`src/rtl/core/urldec_pkg.sv`:
```
// Shared types, character codes and hex helpers for the URL percent decoder.
// No dependencies; imported by every module of the decoder.
package urldec_pkg;

  localparam int unsigned CHAR_W      = 8;
  localparam int unsigned QUEUE_DEPTH = 4;

  localparam logic [CHAR_W-1:0] CHAR_NUL    = 8'h00;
  localparam logic [CHAR_W-1:0] CHAR_PCT    = 8'h25;  // '%'
  localparam logic [CHAR_W-1:0] CHAR_PLUS   = 8'h2B;  // '+'
  localparam logic [CHAR_W-1:0] CHAR_SPACE  = 8'h20;  // ' '
  localparam logic [CHAR_W-1:0] CHAR_ZERO   = 8'h30;  // '0'
  localparam logic [CHAR_W-1:0] CHAR_NINE   = 8'h39;  // '9'
  localparam logic [CHAR_W-1:0] CHAR_UP_A   = 8'h41;  // 'A'
  localparam logic [CHAR_W-1:0] CHAR_UP_F   = 8'h46;  // 'F'
  localparam logic [CHAR_W-1:0] CHAR_LO_A   = 8'h61;  // 'a'
  localparam logic [CHAR_W-1:0] CHAR_LO_F   = 8'h66;  // 'f'
  localparam logic [CHAR_W-1:0] CASE_GAP    = 8'h20;  // 'a' - 'A'
  localparam logic [CHAR_W-1:0] ALPHA_BIAS  = 8'h37;  // 'A' - 10

  // One queue entry: up to three results, emitted in field order
  // (literal percent, held digit, body byte).
  typedef struct packed {
    logic              pct;
    logic              held_v;
    logic [CHAR_W-1:0] held;
    logic              body_v;
    logic [CHAR_W-1:0] body;
    logic              fin;
  } cmd_t;

  function automatic logic is_hex(logic [CHAR_W-1:0] c);
    return ((c >= CHAR_ZERO) && (c <= CHAR_NINE)) ||
           ((c >= CHAR_UP_A) && (c <= CHAR_UP_F)) ||
           ((c >= CHAR_LO_A) && (c <= CHAR_LO_F));
  endfunction

  function automatic logic [3:0] hex_val(logic [CHAR_W-1:0] c);
    logic [CHAR_W-1:0] u;
    logic [CHAR_W-1:0] v;
    u = (c >= CHAR_LO_A) ? (c - CASE_GAP) : c;
    v = (u >= CHAR_UP_A) ? (u - ALPHA_BIAS) : (u - CHAR_ZERO);
    return v[3:0];
  endfunction

endpackage

```
`src/rtl/core/urldec_front.sv`:
```
// Front end: accepts encoded bytes, tracks the escape phase and builds queue entries.
// Depends on urldec_pkg.
module urldec_front (
  input  logic                                clk_i,
  input  logic                                rst_ni,
  input  logic                                in_valid_i,
  output logic                                in_ready_o,
  input  logic [urldec_pkg::CHAR_W-1:0]       in_char_i,
  input  logic                                q_full_i,
  output logic                                q_push_o,
  output urldec_pkg::cmd_t                    q_cmd_o
);
  import urldec_pkg::*;

  typedef enum logic [1:0] {
    PH_IDLE  = 2'd0,
    PH_PCT   = 2'd1,
    PH_DIGIT = 2'd2
  } phase_e;

  phase_e            phase_q, phase_d;
  logic [CHAR_W-1:0] held_q, held_d;
  logic              accept;
  logic              idle_path;
  cmd_t              cmd;

  assign in_ready_o = !q_full_i;
  assign accept     = in_valid_i && in_ready_o;

  always_comb begin
    cmd       = '0;
    phase_d   = phase_q;
    held_d    = held_q;
    idle_path = 1'b0;
    case (phase_q)
      PH_PCT: begin
        if (is_hex(in_char_i)) begin
          held_d  = in_char_i;
          phase_d = PH_DIGIT;
        end else begin
          cmd.pct   = 1'b1;
          idle_path = 1'b1;
        end
      end
      PH_DIGIT: begin
        if (is_hex(in_char_i)) begin
          cmd.body_v = 1'b1;
          cmd.body   = {hex_val(held_q), hex_val(in_char_i)};
          phase_d    = PH_IDLE;
        end else begin
          cmd.pct    = 1'b1;
          cmd.held_v = 1'b1;
          cmd.held   = held_q;
          idle_path  = 1'b1;
        end
      end
      default: begin
        idle_path = 1'b1;
      end
    endcase
    if (idle_path) begin
      phase_d = PH_IDLE;
      if (in_char_i == CHAR_NUL) begin
        cmd.body_v = 1'b1;
        cmd.body   = CHAR_NUL;
        cmd.fin    = 1'b1;
      end else if (in_char_i == CHAR_PCT) begin
        phase_d = PH_PCT;
      end else if (in_char_i == CHAR_PLUS) begin
        cmd.body_v = 1'b1;
        cmd.body   = CHAR_SPACE;
      end else begin
        cmd.body_v = 1'b1;
        cmd.body   = in_char_i;
      end
    end
  end

  assign q_cmd_o  = cmd;
  assign q_push_o = accept && (cmd.pct || cmd.held_v || cmd.body_v);

  always_ff @(posedge clk_i or negedge rst_ni) begin
    if (!rst_ni) begin
      phase_q <= PH_IDLE;
      held_q  <= CHAR_NUL;
    end else if (accept) begin
      phase_q <= phase_d;
      held_q  <= held_d;
    end
  end

`ifndef ASSERT_OFF
  a_held_is_hex: assert property (@(posedge clk_i) disable iff (!rst_ni)
    phase_q == PH_DIGIT |-> is_hex(held_q))
    else $error("held digit is not a hex character");

  a_push_on_accept: assert property (@(posedge clk_i) disable iff (!rst_ni)
    q_push_o |-> accept && !q_full_i)
    else $error("queue push without an accepted byte");

  a_pct_enters_escape: assert property (@(posedge clk_i) disable iff (!rst_ni)
    accept && phase_q == PH_IDLE && in_char_i == CHAR_PCT |=> phase_q == PH_PCT)
    else $error("percent sign did not open an escape");
`endif

endmodule

```
`src/rtl/core/urldec_fifo.sv`:
```
// Short queue of decoded entries between front end and back end.
// Depends on urldec_pkg for the entry type.
module urldec_fifo #(
  parameter int unsigned Depth = urldec_pkg::QUEUE_DEPTH
) (
  input  logic             clk_i,
  input  logic             rst_ni,
  input  logic             push_i,
  input  urldec_pkg::cmd_t push_cmd_i,
  output logic             full_o,
  input  logic             pop_i,
  output logic             empty_o,
  output urldec_pkg::cmd_t head_o
);
  import urldec_pkg::*;

  localparam int unsigned PtrW = (Depth > 1) ? $clog2(Depth) : 1;
  localparam int unsigned CntW = $clog2(Depth + 1);

  cmd_t              mem_q [Depth];
  logic [PtrW-1:0]   wr_ptr_q, rd_ptr_q;
  logic [CntW-1:0]   count_q;

  assign full_o  = (count_q == CntW'(Depth));
  assign empty_o = (count_q == '0);
  assign head_o  = mem_q[rd_ptr_q];

  function automatic logic [PtrW-1:0] ptr_next(logic [PtrW-1:0] p);
    return (p == PtrW'(Depth - 1)) ? '0 : (p + 1'b1);
  endfunction

  always_ff @(posedge clk_i) begin
    if (push_i) begin
      mem_q[wr_ptr_q] <= push_cmd_i;
    end
  end

  always_ff @(posedge clk_i or negedge rst_ni) begin
    if (!rst_ni) begin
      wr_ptr_q <= '0;
      rd_ptr_q <= '0;
      count_q  <= '0;
    end else begin
      if (push_i) begin
        wr_ptr_q <= ptr_next(wr_ptr_q);
      end
      if (pop_i) begin
        rd_ptr_q <= ptr_next(rd_ptr_q);
      end
      if (push_i && !pop_i) begin
        count_q <= count_q + 1'b1;
      end else if (pop_i && !push_i) begin
        count_q <= count_q - 1'b1;
      end
    end
  end

`ifndef ASSERT_OFF
  a_no_overflow: assert property (@(posedge clk_i) disable iff (!rst_ni)
    push_i |-> !full_o)
    else $error("push into full queue");

  a_no_underflow: assert property (@(posedge clk_i) disable iff (!rst_ni)
    pop_i |-> !empty_o)
    else $error("pop from empty queue");

  a_count_bound: assert property (@(posedge clk_i) disable iff (!rst_ni)
    count_q <= CntW'(Depth))
    else $error("queue count beyond depth");
`endif

endmodule

```
`src/rtl/core/urldec_back.sv`:
```
// Back end: splits queue entries into single output bytes behind an output register.
// Depends on urldec_pkg.
module urldec_back (
  input  logic                          clk_i,
  input  logic                          rst_ni,
  input  logic                          q_empty_i,
  input  urldec_pkg::cmd_t              q_head_i,
  output logic                          q_pop_o,
  output logic                          out_valid_o,
  input  logic                          out_ready_i,
  output logic [urldec_pkg::CHAR_W-1:0] out_char_o,
  output logic                          out_final_o
);
  import urldec_pkg::*;

  cmd_t              cur_q, cur_d;
  cmd_t              src;
  logic              cur_pend;
  logic              src_valid;
  logic              can_load;
  logic              load;
  logic [CHAR_W-1:0] emit_char;
  logic              emit_fin;
  logic              valid_q;
  logic [CHAR_W-1:0] char_q;
  logic              final_q;

  assign cur_pend  = cur_q.pct || cur_q.held_v || cur_q.body_v;
  assign src       = cur_pend ? cur_q : q_head_i;
  assign src_valid = cur_pend || !q_empty_i;
  assign can_load  = !valid_q || out_ready_i;
  assign load      = can_load && src_valid;
  assign q_pop_o   = load && !cur_pend;

  // Take the first pending part, keep the rest for following cycles.
  always_comb begin
    cur_d     = src;
    emit_fin  = 1'b0;
    if (src.pct) begin
      emit_char = CHAR_PCT;
      cur_d.pct = 1'b0;
    end else if (src.held_v) begin
      emit_char    = src.held;
      cur_d.held_v = 1'b0;
    end else begin
      emit_char    = src.body;
      emit_fin     = src.fin;
      cur_d.body_v = 1'b0;
      cur_d.fin    = 1'b0;
    end
  end

  always_ff @(posedge clk_i or negedge rst_ni) begin
    if (!rst_ni) begin
      cur_q   <= '0;
      valid_q <= 1'b0;
      char_q  <= CHAR_NUL;
      final_q <= 1'b0;
    end else begin
      if (load) begin
        cur_q   <= cur_d;
        valid_q <= 1'b1;
        char_q  <= emit_char;
        final_q <= emit_fin;
      end else if (out_ready_i) begin
        valid_q <= 1'b0;
      end
    end
  end

  assign out_valid_o = valid_q;
  assign out_char_o  = char_q;
  assign out_final_o = final_q;

`ifndef ASSERT_OFF
  a_final_is_nul: assert property (@(posedge clk_i) disable iff (!rst_ni)
    valid_q && final_q |-> char_q == CHAR_NUL)
    else $error("terminator byte is not zero");

  a_pop_only_when_drained: assert property (@(posedge clk_i) disable iff (!rst_ni)
    q_pop_o |-> !cur_pend && can_load)
    else $error("queue popped while an entry is still being split");

  a_fin_with_body: assert property (@(posedge clk_i) disable iff (!rst_ni)
    cur_q.fin |-> cur_q.body_v)
    else $error("terminator flag pending without its byte");
`endif

endmodule

```
`src/rtl/core/url_percent_decoder.sv`:
```
// URL percent decoder top level: front end, entry queue and back end.
// A byte accepted by the front end is written into the queue, then into the back end's output register.
// Throughput: one input byte per cycle while the queue has room; one result per cycle out while the receiver is ready.
// A byte giving k results (at most 3) is split by the back end one result at a time; the queue absorbs it.
// Reset (rst_ni low, asynchronous) returns the escape phase to idle and empties the queue.
// Depends on urldec_pkg, urldec_front, urldec_fifo and urldec_back.
module url_percent_decoder #(
  parameter int unsigned QueueDepth = urldec_pkg::QUEUE_DEPTH
) (
  input  logic                          clk_i,
  input  logic                          rst_ni,
  // Encoded stream in
  input  logic                          s_axis_tvalid,
  output logic                          s_axis_tready,
  input  logic [urldec_pkg::CHAR_W-1:0] s_axis_tdata,   // [7:0] in_char
  // Decoded stream out
  output logic                          m_axis_tvalid,
  input  logic                          m_axis_tready,
  output logic [urldec_pkg::CHAR_W-1:0] m_axis_tdata,   // [7:0] out_char
  output logic                          m_axis_tlast    // out_final
);
  import urldec_pkg::*;

  // Entry handed from the front end to the queue, and the queue head to the back end
  cmd_t push_cmd;
  cmd_t head_cmd;
  logic push;
  logic pop;
  logic q_full;
  logic q_empty;

  // Classify each byte against the escape phase; hold a lone hex digit until
  // the next byte decides whether the escape completes.
  urldec_front u_front (
    .clk_i      (clk_i),
    .rst_ni     (rst_ni),
    .in_valid_i (s_axis_tvalid),
    .in_ready_o (s_axis_tready),
    .in_char_i  (s_axis_tdata),
    .q_full_i   (q_full),
    .q_push_o   (push),
    .q_cmd_o    (push_cmd)
  );

  // Decouple the two sides so a multi-byte flush does not stall the input.
  urldec_fifo #(
    .Depth (QueueDepth)
  ) u_fifo (
    .clk_i      (clk_i),
    .rst_ni     (rst_ni),
    .push_i     (push),
    .push_cmd_i (push_cmd),
    .full_o     (q_full),
    .pop_i      (pop),
    .empty_o    (q_empty),
    .head_o     (head_cmd)
  );

  // Emit one byte per transaction; the terminator carries tlast.
  urldec_back u_back (
    .clk_i       (clk_i),
    .rst_ni      (rst_ni),
    .q_empty_i   (q_empty),
    .q_head_i    (head_cmd),
    .q_pop_o     (pop),
    .out_valid_o (m_axis_tvalid),
    .out_ready_i (m_axis_tready),
    .out_char_o  (m_axis_tdata),
    .out_final_o (m_axis_tlast)
  );

endmodule

```
`config.mk`:
```
export PLATFORM = sky130hd
export DESIGN_NAME = url_percent_decoder
export DESIGN_NICKNAME = d
export VERILOG_FILES = /design/src/rtl/core/urldec_pkg.sv /design/src/rtl/core/urldec_front.sv /design/src/rtl/core/urldec_fifo.sv /design/src/rtl/core/urldec_back.sv /design/src/rtl/core/url_percent_decoder.sv
export SDC_FILE = /design/constraint.sdc
export NUM_CORES = 1
export LEC_CHECK = 0
export BUFFER_PORTS_ARGS = -buffer_cell sky130_fd_sc_hd__buf_2
export CORE_MARGIN = 2
export CORE_UTILIZATION = 46
export DETAILED_ROUTE_END_ITERATION = 10
export GPL_TIMING_DRIVEN = 0
export PLACE_DENSITY = 0.67
export SYNTH_ARGS = -nofsm -noshare
export SYNTH_HDL_FRONTEND = slang
export SYNTH_SLANG_ARGS = --single-unit
export TNS_END_PERCENT = 5
```
`constraint.sdc`:
```
create_clock -name clk_i -period 4 [get_ports clk_i]
set_input_delay 0.4 -clock clk_i [delete_from_list [all_inputs] [get_ports clk_i]]
set_output_delay 0.4 -clock clk_i [all_outputs]
set_load 0.1 [all_outputs]
```
# == Yosys cells after proc, flatten, opt, wreduce, memory -nomap -nowiden ==
# Memories as Yosys holds them, arrays and structs flattened.
# Cells that the tools add are included.
# word_totals
regBits,46
ram_bits,80
input_bits,12
memories,1
# op_classes
add_sub_neg,10
n_lt_le_gt_ge,9
eq_ne,9
muxes,39
n_reduce_logical,30
# memory_table
name,words,word_bits,rd,rd_clocked_by_memory_dff,write_ports,line,source
u_fifo.mem_q,4,20,1,0,1,urldec_fifo.sv:20,cmd_t mem_q [Depth];
# op_table
cell,n
greater-or-equal comparator 8 x 7 -> 1 bit (second input constant),5
2-to-1 mux 8 bit,5
2-to-1 mux 9 bit,3
2-to-1 mux 10 bit,2
2-to-1 mux 20 bit,1
2-to-1 mux 18 bit,1
== test 8 x 6 -> 1 bit (second input constant),2
less-or-equal comparator 8 x 7 -> 1 bit (second input constant),2
subtractor 8 x 6 -> 8 bit (second input constant),2
2-to-1 mux 1 bit,15
2-to-1 mux 2 bit,6
logical AND 1 bit,9
greater-or-equal comparator 8 x 6 -> 1 bit (second input constant),1
less-or-equal comparator 8 x 6 -> 1 bit (second input constant),1
logical NOT 8 bit,1
2-to-1 mux 4 bit,2
subtractor 4 x 1 -> 4 bit (second input constant),2
subtractor 4 x 3 -> 4 bit (second input constant),2
logical OR 1 bit,7
== test 2 bit (second input constant),3
logical NOT 1 bit,6
2-to-1 mux 3 bit,2
!= test 3 x 1 -> 1 bit (second input constant),2
adder 2 x 1 -> 2 bit (second input constant),2
12 further kinds,13

# == Depth between registers and ports, before layout ==
# Gate-level depths: netlist of run 1.
# depth
depth_word,15
depth_mapped,14
depth_no_buf,14

# == By module ==
# From an unflattened synthesis of run 1, not the netlist that was laid out.
# unflattened
hier_cells,417
area_unflattened_um2,6062.1
# modules_own_cells
module,instances,cells_each,area_each_um2,seq_area_each_um2
urldec_fifo,1,141,3305.7,2577.5
urldec_back,1,126,1521.5,725.7
urldec_front,1,150,1234.9,250.2

# == Worst setup path after synthesis of run 1 ==
# No wires, ideal clock.
# synth_path
kind,in2reg
startpoint,input s_axis_tdata[1] in the netlist's numbering
endpoint,memory u_fifo.mem_q[0][0] in the netlist's numbering (enable)
setup_ns,0.427
arrival_ns,3.359
t_required_ns,3.573
setup_slack_ns,0.215
stages,7
path_buffers,0
cell_sequence,inv_1 > ha_1 > nor4b_2 > nor4_4 > o31ai_2 > a211oi_2 > nor3b_1
# synth_between
elab_chain_len,13
elab_cells_between_ends,27
cone_classes,6 x order compare; 1 x eq/ne; 11 x mux; 9 x reduce/logical
# synth_rtl
item,line,source
"start, declared",url_percent_decoder.sv:15,"input logic [urldec_pkg::CHAR_W-1:0] s_axis_tdata,"
greater-or-equal comparator 8 x 6 -> 1 bit (tied with other cells),urldec_pkg.sv:33,return ((c >= CHAR_ZERO) && (c <= CHAR_NINE)) ||
logical AND 1 bit (on tied branches),"urldec_pkg.sv:33, urldec_pkg.sv:34",
logical OR 1 bit,urldec_pkg.sv:33,
logical OR 1 bit,urldec_pkg.sv:34,((c >= CHAR_UP_A) && (c <= CHAR_UP_F)) ||
2-to-1 mux 9 bit,urldec_front.sv:46,if (is_hex(in_char_i)) begin
2-to-1 mux 18 bit,urldec_front.sv:35,case (phase_q)
2-to-1 mux 9 bit,urldec_front.sv:67,end else if (in_char_i == CHAR_PCT) begin
2-to-1 mux 9 bit,urldec_front.sv:63,if (in_char_i == CHAR_NUL) begin
2-to-1 mux 10 bit,urldec_front.sv:61,if (idle_path) begin
logical OR 1 bit (*),urldec_front.sv:80,assign q_push_o = accept && (cmd.pct || cmd.held_v || cmd.body_v);
logical AND 1 bit (*),urldec_front.sv:80,
2-to-1 mux 1 bit (*),urldec_fifo.sv:33,if (push_i) begin
2-to-1 mux 1 bit (not written as such) (*),urldec_fifo.sv:34,mem_q[wr_ptr_q] <= push_cmd_i;
"end, declared",urldec_fifo.sv:20,
# Every way passes the cells marked *; elsewhere a longest branch is shown, timed or not.

# == Worst setup path in the final report of run 1 ==
# layout_path
startpoint,input s_axis_tdata[1] in the netlist's numbering
endpoint,register u_fifo.count_q[2]
# layout_between
elab_chain_len,14
elab_cells_between_ends,30
cone_classes,6 x order compare; 1 x eq/ne; 10 x mux; 13 x reduce/logical
# layout_rtl
item,line,source
greater-or-equal comparator 8 x 6 -> 1 bit (tied with other cells),urldec_pkg.sv:33,
logical AND 1 bit (on tied branches),"urldec_pkg.sv:33, urldec_pkg.sv:34",
logical OR 1 bit,urldec_pkg.sv:33,
logical OR 1 bit,urldec_pkg.sv:34,
2-to-1 mux 9 bit,urldec_front.sv:46,
2-to-1 mux 18 bit,urldec_front.sv:35,
2-to-1 mux 9 bit,urldec_front.sv:67,
2-to-1 mux 9 bit,urldec_front.sv:63,
2-to-1 mux 10 bit,urldec_front.sv:61,
logical OR 1 bit (*),urldec_front.sv:80,
logical AND 1 bit (*),urldec_front.sv:80,
net push,url_percent_decoder.sv:27,logic push;
logical NOT 1 bit,urldec_fifo.sv:52,end else if (pop_i && !push_i) begin
logical AND 1 bit,urldec_fifo.sv:52,
nonzero test 2 bit (no source line),-,
"end signal, assigned",urldec_fifo.sv:51,count_q <= count_q + 1'b1;
"end signal, assigned",urldec_fifo.sv:53,count_q <= count_q - 1'b1;
"end, declared",urldec_fifo.sv:22,logic [CntW-1:0] count_q;
# Mark *: on every way through the listed nets, which the timed path passes. The rest lies on a longest branch.
# A chain may end at the register's enable or synchronous reset.

==> results of run 1 <==
## logic make-up after synthesis
logic type | synth area share [%]
AND/OR/NAND/NOR | 10.2
XOR/XNOR | 0.860
AO/OA/AOI/OAI | 10.2
multiplexers | 13.4
flip-flops | 58.1
buffers and inverters | 3.01
adder cells (fa/ha/maj) | 4.22
## how the worst max path moves through the flow
stage                         endpoint
detailed placement   u_fifo.count_q[2]
finish               u_fifo.count_q[2]
CTS                  u_fifo.count_q[2]
floorplan           u_fifo.mem_q[0][0]
global placement    u_fifo.mem_q[0][7]
global route         u_fifo.count_q[2]
## layout make-up
class,count,area (um^2)
clock buffers,18,429
flip-flops and latches,126,3550
well taps,176,220
fillers,1054,5910
repair buffers,29,195
clock inverters,14,198
plain buffers,18,109
inverters,20,75.1
multi-input cells,260,2390
## power by group
part	internal (W)	switching (W)	total (W)
Combinational	0.000789	0.00119	0.00198
Sequential	0.00175	0.000156	0.00191
Clock	0.00109	0.000538	0.00163
## routing by layer
metal | share of wire, % | up-vias | global-route usage (%)
li1 | - | 1727 | -
met2 | 51 | 67 | 32.1
met4 | 0.78 | 0 | 5.13
met5 | 0 | - | 0
met1 | 45 | 1858 | 24.0
met3 | 3.2 | 9 | 4.60
## critical path, cell delays in order
cell and delay [ns]:
buf_2 0.18, inv_1 0.12, ha_1 0.27, nor4b_2 0.64, nor4_4 0.15, o31ai_2 0.41
a211oi_2 0.21, nor2_1 0.21, ha_1 0.21, inv_1 0.06, fa_1 0.37, xor2_1 0.17
nor2_1 0.11, xor2_1 0.15
## cells in the final DEF, fill, tap and decap left out, types with 14 or more instances in the layout
master / n
clkbuf_16: 17
nand2_1: 24
nor3_1: 15
mux2i_1: 14
inv_1: 20
dfrtp_1: 46
ha_1: 19
edfxtp_1: 80
mux2_2: 15
mux4_2: 20
buf_2: 29
## state kept, by name, summed over array words and instances (netlist names)
signal	flops
u_fifo.mem_q	80
u_back.out_char_o	8
u_back.out_final_o	1
u_fifo.count_q	3
u_front.held_q	8
u_fifo.wr_ptr_q	2
u_back.out_valid_o	1
u_front.phase_q	2
u_back.cur_q	19
u_fifo.rd_ptr_q	2
## stage by stage
stage / TNS (ns) / hold slack [ns] / total power [W] / setup WS [ns]
2_1_floorplan: 0 / 0.104 / 0.00344 / 0.215
3_3_place_gp: -113.66 / 0.455 / 0.00382 / -1.44
3_5_place_dp: 0 / 0.462 / 0.00393 / 0.291
4_1_cts: 0 / 0.224 / 0.00557 / 0.714
5_1_grt: 0 / 0.261 / 0.00582 / 0.458
6_report: 0 / 0.187 / 0.00552 / 0.683
==> results.yml, run 1 <==
layout:
  fin_cells: 661
  syn_to_final_growth_pct: 17.4
  drive_gt1_share_pct: 29.9
  antenna_cells: 0
  fin_area_um2: 7170
  fin_nets: 504
  post-route-util_pct: 54.8
route:
  vias: 3661
  antenna_left: 0
  drtPass1Iterations: 4
  viasPerCell: 5.54
  route.detailed.drc: 0
  routedWlPerCell_um: 18.5
  wl_mm: 12.3
  first_iter_violations: 242
cts:
  cts_setup_buffers: 0
  cts-resized-gates: 0
  cts_tree: "built"
  ctsHoldBuffers: 0
  clk_pin_slew_ns: 0.05
  clockBufferDepth: 2
  cts_max_level: 4
  insertion_delay_ns: 0.41
  clock-sinks: 126
  numCtsBuffers: 17
  cts-root-buf: "clkbuf_16"
run_status:
  status: "complete, no violations"
yosys:
  netlist.area_leader.share_pct: 39.3
  yosys.area.top_type: "edfxtp_1"
  syn_nets: 456
  async_flop_share_pct: 36.5
  synth.avg_cell_area_um2: 14.4
  synth_edf_count: 80
  ys.flop_type: "edfxtp_1"
  synth_cell_type_count: 75
  synthCells: 424
  synth-seq-cells: 126
  synth.most_common_cell: "edfxtp_1"
  yosys_warnings: 0
  synth_common_cells: "edfxtp_1, dfrtp_1, nand2_1"
  synth_area_um2: 6110
  ys_seq_area_share_pct: 58.1
  synth_area_leaders: "edfxtp_1, dfrtp_1, mux4_2"
timing:
  period_share_pct: 82.9
  skew_ns: 0.00704
  max_freq_ghz: 0.301
  period_minus_slack_ns: 3.32
  relSlewSlack_pct: 29.3
  finalSetupViolCount: 0
  tightest_slew_ns: 1.06
  finalHoldViolCount: 0
  rsz0062_at_grt: "false"
  finalMaxSlewViolations: 0
power:
  power_density_nw_per_um2: 769
  vdd.ir_drop.worst_mv: 0.340
  p_leak_nw: 2.76
grt:
  antenna_found_initial: 0
  grt_pass1_vias: 3793
  grt_max_degree: 47
  overflow: 0
  grt_pass1_wl_mm: 20.2
  grt.total_usage_pct: 18.8
floorplanning:
  rows: 42
  fp.coreArea_um2: 13100
  initial_core_util_pct: 46.7
  pin_count: 23
  die-area_um2: 14200
  die_w_um: 119
  fp.dieH_um: 119
run:
  drv_cap: 0
setup_path:
  r2r_setup_slack_ns: 1.06
  setup.worst_path.start: "s_axis_tdata[1]"
  startpoint_type: "input port"
  cp_data_required_time_ns: 4.33
  crit_arrival_ns: 3.65
  crit_path_end_kind: "flip-flop"
  cp_max_fo: 8
  r2r-start: "u_back.cur_q[18]"
  path_class: "input port to flip-flop"
  ff2ff_path_depth: 13
  regToRegEndpoint: "u_fifo.count_q[2]"
placement:
  place.port_buffers: 21
  place_inst: 629
  gp_congestion: 0.888
  dp_hpwl_mm: 8.87
  post_dp_cell_area_um2: 6550
hold_path:
  hold_class: "input port to asynchronous set/reset pin"
Power figures use the tool's default switching activity.
==> run 2, diff against run 1 <==
PLACE_DENSITY = 0.7   (was 0.67)
clock period = 3 ns   (was 4 ns; I/O delays follow)
==> run 2 against run 1 <==
First-iteration DRC count up 25%. Critical path depth down 1. Critical endpoint unchanged. Die area did not move. Highest routed layer unchanged. Worst setup slack worse by 0.59 ns. Final area rose by 0.65%. Clock power is 30% higher. Register-to-register slack got worse by 0.97 ns.
==> results.yml, run 2 (synthesis results as in run 1) <==
timing:
  skew_ns: 0.0108
  tightest_slew_ns: 1.09
  period_share_pct: 97.0
  finalSetupViolCount: 0
  period_minus_slack_ns: 2.91
  rsz0062_at_grt: "true"
  finalHoldViolCount: 0
  finalMaxSlewViolations: 0
  fin_ws_ns: 0.0914
  max_freq_ghz: 0.344
  setup_tns_ns: 0
  relSlewSlack_pct: 27.2
layout:
  layout_commonest_cell: "edfxtp_1"
  fin_nets: 506
  regMostFlops: "u_fifo.mem_q"
  post-route-util_pct: 55.2
  largest_reg_flops: 80
  final_cell_mix: "edfxtp_1, dfrtp_1, buf_2, nand2_1"
  reg_top3: "u_fifo.mem_q (80), u_back.cur_q (19)"
  antenna_cells: 0
  fin_area_um2: 7220
  syn_to_final_growth_pct: 18.1
  drive_gt1_share_pct: 30.6
power:
  p_leak_nw: 2.78
  p_comb_share_pct: 36.2
  power.share.sequential_pct: 34.9
  clockPowerShare_pct: 28.9
  power_density_nw_per_um2: 1020
  p_switching_w: 0.00256
  vdd.ir_drop.worst_mv: 0.453
  p_sw_share_pct: 34.9
  p_int_w: 0.00478
floorplanning:
  die_w_um: 119
  die-area_um2: 14200
  initial_core_util_pct: 46.7
  pin_count: 23
  fp.dieH_um: 119
  rows: 42
  fp.coreArea_um2: 13100
route:
  route.detailed.drc: 0
  routedWlPerCell_um: 18.8
  antenna_left: 0
  wl_mm: 12.5
  vias: 3746
  drtPass1Iterations: 4
  first_iter_violations: 303
  viasPerCell: 5.65
cts:
  cts_max_level: 4
  cts_tree: "built"
  insertion_delay_ns: 0.41
  clockBufferDepth: 2
  clock-sinks: 126
  clk_pin_slew_ns: 0.06
  cts-root-buf: "clkbuf_16"
  numCtsBuffers: 17
grt:
  grt_pass1_wl_mm: 20.4
  grt.total_usage_pct: 19.0
  antenna_found_initial: 0
  grt_pass1_vias: 3883
  grt_max_degree: 47
  overflow: 0
setup_path:
  crit_path_end_kind: "flip-flop"
  cp_data_required_time_ns: 3.34
  startpoint_type: "flip-flop"
  path_class: "flip-flop to flip-flop"
  cp_max_fo: 5
  crit_arrival_ns: 3.24
hold_path:
  hold_class: "input port to asynchronous set/reset pin"
placement:
  preCtsSetupSlack_ns: -0.627
  dp_hpwl_mm: 8.83
  post_dp_cell_area_um2: 6550
  place.port_buffers: 21
  gp_congestion: 0.878
run:
  drv_cap: 0
run_status:
  status: "complete, no violations"
==> run 2: cell types whose count changed in the layout (fill, tap and decap cells not counted), moves of 2 or more <==
cell,before,now
buf_4,2,4
clkinv_2,5,3
clkinv_4,0,3
inv_6,0,2
==> run 2: worst paths after layout <==
check	start	endpoint	slack, ns	depth (start not counted)
worst max-delay path	u_front.phase_q[0]	u_fifo.count_q[2]	0.09	13
worst min-delay path	rst_ni	u_fifo.count_q[1]	0.09	1
worst max register to register	u_front.phase_q[0]	u_fifo.count_q[2]	0.09	13
worst min register to register	u_back.out_char_o[7]	u_back.out_char_o[7]	0.47	1
max in group asynchronous	rst_ni	u_front.held_q[2]	2.22	1
min in group clk_i	m_axis_tready	u_back.out_valid_o	0.23	3
==> run 2: power by group through the flow <==
stage | registers [W] | clock network [W] | logic (W)
finish | 0.00256 | 0.00212 | 0.00266
floorplan | 0.00296 | 0 | 0.00163
global route | 0.00261 | 0.00222 | 0.00289
detailed placement | 0.00257 | 0 | 0.00266
global placement | 0.00256 | 0 | 0.00252
CTS | 0.00256 | 0.00215 | 0.00268
==> run 2: through the flow <==
step | instances | power, W | hold WS [ns]
after CTS | 661 | 0.00739 | 0.123
after floorplan | 424 | 0.00459 | 0.00441
final | 663 | 0.00734 | 0.0916
after detailed placement | 629 | 0.00523 | 0.463
after global routing | 663 | 0.00772 | 0.171
after global placement | 621 | 0.00508 | 0.455
==> run 2: what timing repair did <==
item,CTS,global route
buffers inserted,0,2
endpoints found under the setup margin,17,4
pin swaps,1,2
resized for setup,2,3
hold buffers,0,0
==> run 2: critical path, stage by stage (launching register included) <==
cell and delay [ns]:
dfrtp_1 0.37, inv_1 0.06, ha_1 0.38, inv_1 0.14
nand2_1 0.10, nor4_4 0.43, a211oi_4 0.12, nor2_2 0.17
ha_1 0.20, inv_1 0.06, fa_1 0.37, xor2_1 0.17
nor2_1 0.12, xor2_1 0.14
==> run 2: final cells by class <==
type | count | area (um^2)
repair buffers | 31 | 210
fillers | 1036 | 5860
clock inverters | 15 | 194
flip-flops and latches | 126 | 3550
plain buffers | 18 | 109
multi-input cells | 260 | 2430
clock buffers | 17 | 425
inverters | 20 | 75.1
well taps | 176 | 220
==> run 2: per-layer routing <==
metal,global-route usage [%],share of wire [%],up-vias
met4,6.92,1.4,0
li1,-,-,1741
met1,22.8,42,1875
met2,32.6,52,110
met3,5.32,5.2,20
met5,0,0,-
==> run 3, diff against run 2 <==
RECOVER_POWER = 100   (was default)
==> run 3 against run 2 <==
The flow now finishes with violations (max-capacitance violations, max-slew violations). Sequential power hardly changed. Clock skew hardly changed. Fmax is 0.21% higher. Total power is 0.16% lower. Sequential share of layout area is 0.24 points higher. Core utilization is 0.27 points lower. Hold slack better by 0.14 ns. Highest routed layer unchanged.
==> results.yml, run 3 (synthesis results as in run 1) <==
route:
  routedWlPerCell_um: 18.8
  route.detailed.drc: 0
  antenna_left: 0
  vias: 3744
  first_iter_violations: 302
  drtPass1Iterations: 4
  viasPerCell: 5.65
  wl_mm: 12.5
setup_path:
  crit_arrival_ns: 3.24
  cp_common_cell: "inv_1"
  crit_chain: "inv_1 -> ha_1 -> inv_1 -> nand2_1 -> nor4_4 -> a211oi_4 -> nor2_2 -> ha_1 -> inv_1 -> fa_1 -> xor2_1 -> nor2_1 -> xor2_1"
  startpoint_type: "flip-flop"
  cp_max_fo: 5
  max_stage_delay_ns: 0.43
  path_buf_inv: 3
  r2r_setup_slack_ns: 0.1
  cp_data_required_time_ns: 3.34
  crit_path_end_kind: "flip-flop"
  path_class: "flip-flop to flip-flop"
  cpMaxStageDelayCell: "nor4_4"
  crit_family: "adder cells"
cts:
  cts_tree: "built"
  ctsHoldBuffers: 0
  insertion_delay_ns: 0.41
  cts_max_level: 4
  clk_pin_slew_ns: 0.06
  cts-root-buf: "clkbuf_16"
  clockBufferDepth: 2
  numCtsBuffers: 17
  clock-sinks: 126
timing:
  period_minus_slack_ns: 2.90
  finalMaxSlewViolations: 47
  fin_ws_ns: 0.0975
  tightest_slew_ns: 2.64
  finalHoldViolCount: 0
  skew_ns: 0.0106
  relSlewSlack_pct: -75.8
  period_share_pct: 96.8
  hold_ws_ns: 0.233
  setup_tns_ns: 0
  max_freq_ghz: 0.345
  finalSetupViolCount: 0
  rsz0062_at_grt: "true"
grt:
  grt_use_met2_pct: 32.6
  antenna_found_initial: 0
  grt.total_usage_pct: 19.0
  grt_pass1_wl_mm: 20.4
  grt_max_degree: 47
  top_usage_layer: "met2"
  overflow: 0
  grt_pass1_vias: 3883
  gr-usage-met3_pct: 5.32
  use_met1_pct: 22.8
floorplanning:
  fp.coreArea_um2: 13100
  die-area_um2: 14200
  initial_core_util_pct: 46.7
  pin_count: 23
  rows: 42
  die_w_um: 119
  fp.dieH_um: 119
layout:
  fin_cells: 663
  post-route-util_pct: 54.9
  drive_gt1_share_pct: 27.7
  syn_to_final_growth_pct: 17.6
  reg_top3: "u_fifo.mem_q (80), u_back.cur_q (19)"
  fin_nets: 506
  regMostFlops: "u_fifo.mem_q"
  final_cell_mix: "edfxtp_1, dfrtp_1, nand2_1, inv_1, mux4_2"
  seq_area_um2: 3550
  multi_input_area_um2: 2410
  n_fill_cell: 1048
  antenna_cells: 0
  layout_commonest_cell: "edfxtp_1"
  largest_reg_flops: 80
placement:
  place.port_buffers: 21
  dp_hpwl_mm: 8.83
  gp_congestion: 0.878
  place_inst: 629
  preCtsSetupSlack_ns: -0.627
power:
  p_leak_nw: 2.74
  power_density_nw_per_um2: 1020
  vdd.ir_drop.worst_mv: 0.454
hold_path:
  hold_class: "input port to flip-flop"
run_status:
  violations: "max-capacitance violations, max-slew violations"
  status: "complete, but fails checks"
run:
  drv_cap: 1
-- run 3: area by class of cell --
cell class / count / share of cell area [%]
Clock buffer: 17 / 5.92
Clock inverter: 15 / 2.70
Timing Repair Buffer: 31 / 2.73
Buffer: 18 / 1.51
Inverter: 20 / 1.04
Multi-Input combinational cell: 260 / 33.6
Tap cell: 176 / 3.06
Sequential cell: 126 / 49.5
-- run 3: final timing paths --
kind	depth (start not counted)	to	start
min	3	u_back.out_valid_o	m_axis_tready
max in group asynchronous	1	u_front.held_q[2]	rst_ni
min reg2reg	1	u_back.out_char_o[7]	u_back.out_char_o[7]
min in group asynchronous	1	u_fifo.count_q[1]	rst_ni
max	13	u_fifo.count_q[2]	u_front.phase_q[0]
max reg2reg	13	u_fifo.count_q[2]	u_front.phase_q[0]
-- run 3: what timing repair did --
item / 4_1_cts / 5_1_grt
pin swaps: 1 / 2
resized for setup: 2 / 3
setup buffers: 0 / 2
endpoints found under the hold margin: 0 / 0
setup endpoints to repair: 17 / 4
gates cloned: 0 / 0
-- run 3: worst min-delay path: cells and delay by family --
family        cells  cell delay (ns)
simple gates      2             0.23
buf+inv           1             0.07
-- run 3: stage by stage --
| step | cell area (um^2) | power [W] |
|---|---|---|
| 2_1_floorplan | 6110 | 0.00459 |
| 3_3_place_gp | 6440 | 0.00508 |
| 3_5_place_dp | 6550 | 0.00523 |
| 4_1_cts | 7180 | 0.00739 |
| 5_1_grt | 7190 | 0.00770 |
| 6_report | 7190 | 0.00733 |
-- run 3: report_power, final --
part	switching, W	total, W	internal (W)
sequential	0.000228	0.00256	0.00234
combinational	0.00160	0.00265	0.00104
clock	0.000738	0.00212	0.00139
total	0.00257	0.00733	0.00477
-- run 3: layer usage --
| layer | up-vias | part of all wire, % |
|---|---|---|
| li1 | 1740 | - |
| met3 | 22 | 4.7 |
| met1 | 1874 | 42 |
| met2 | 108 | 52 |
| met5 | - | 0 |
| met4 | 0 | 1.6 |
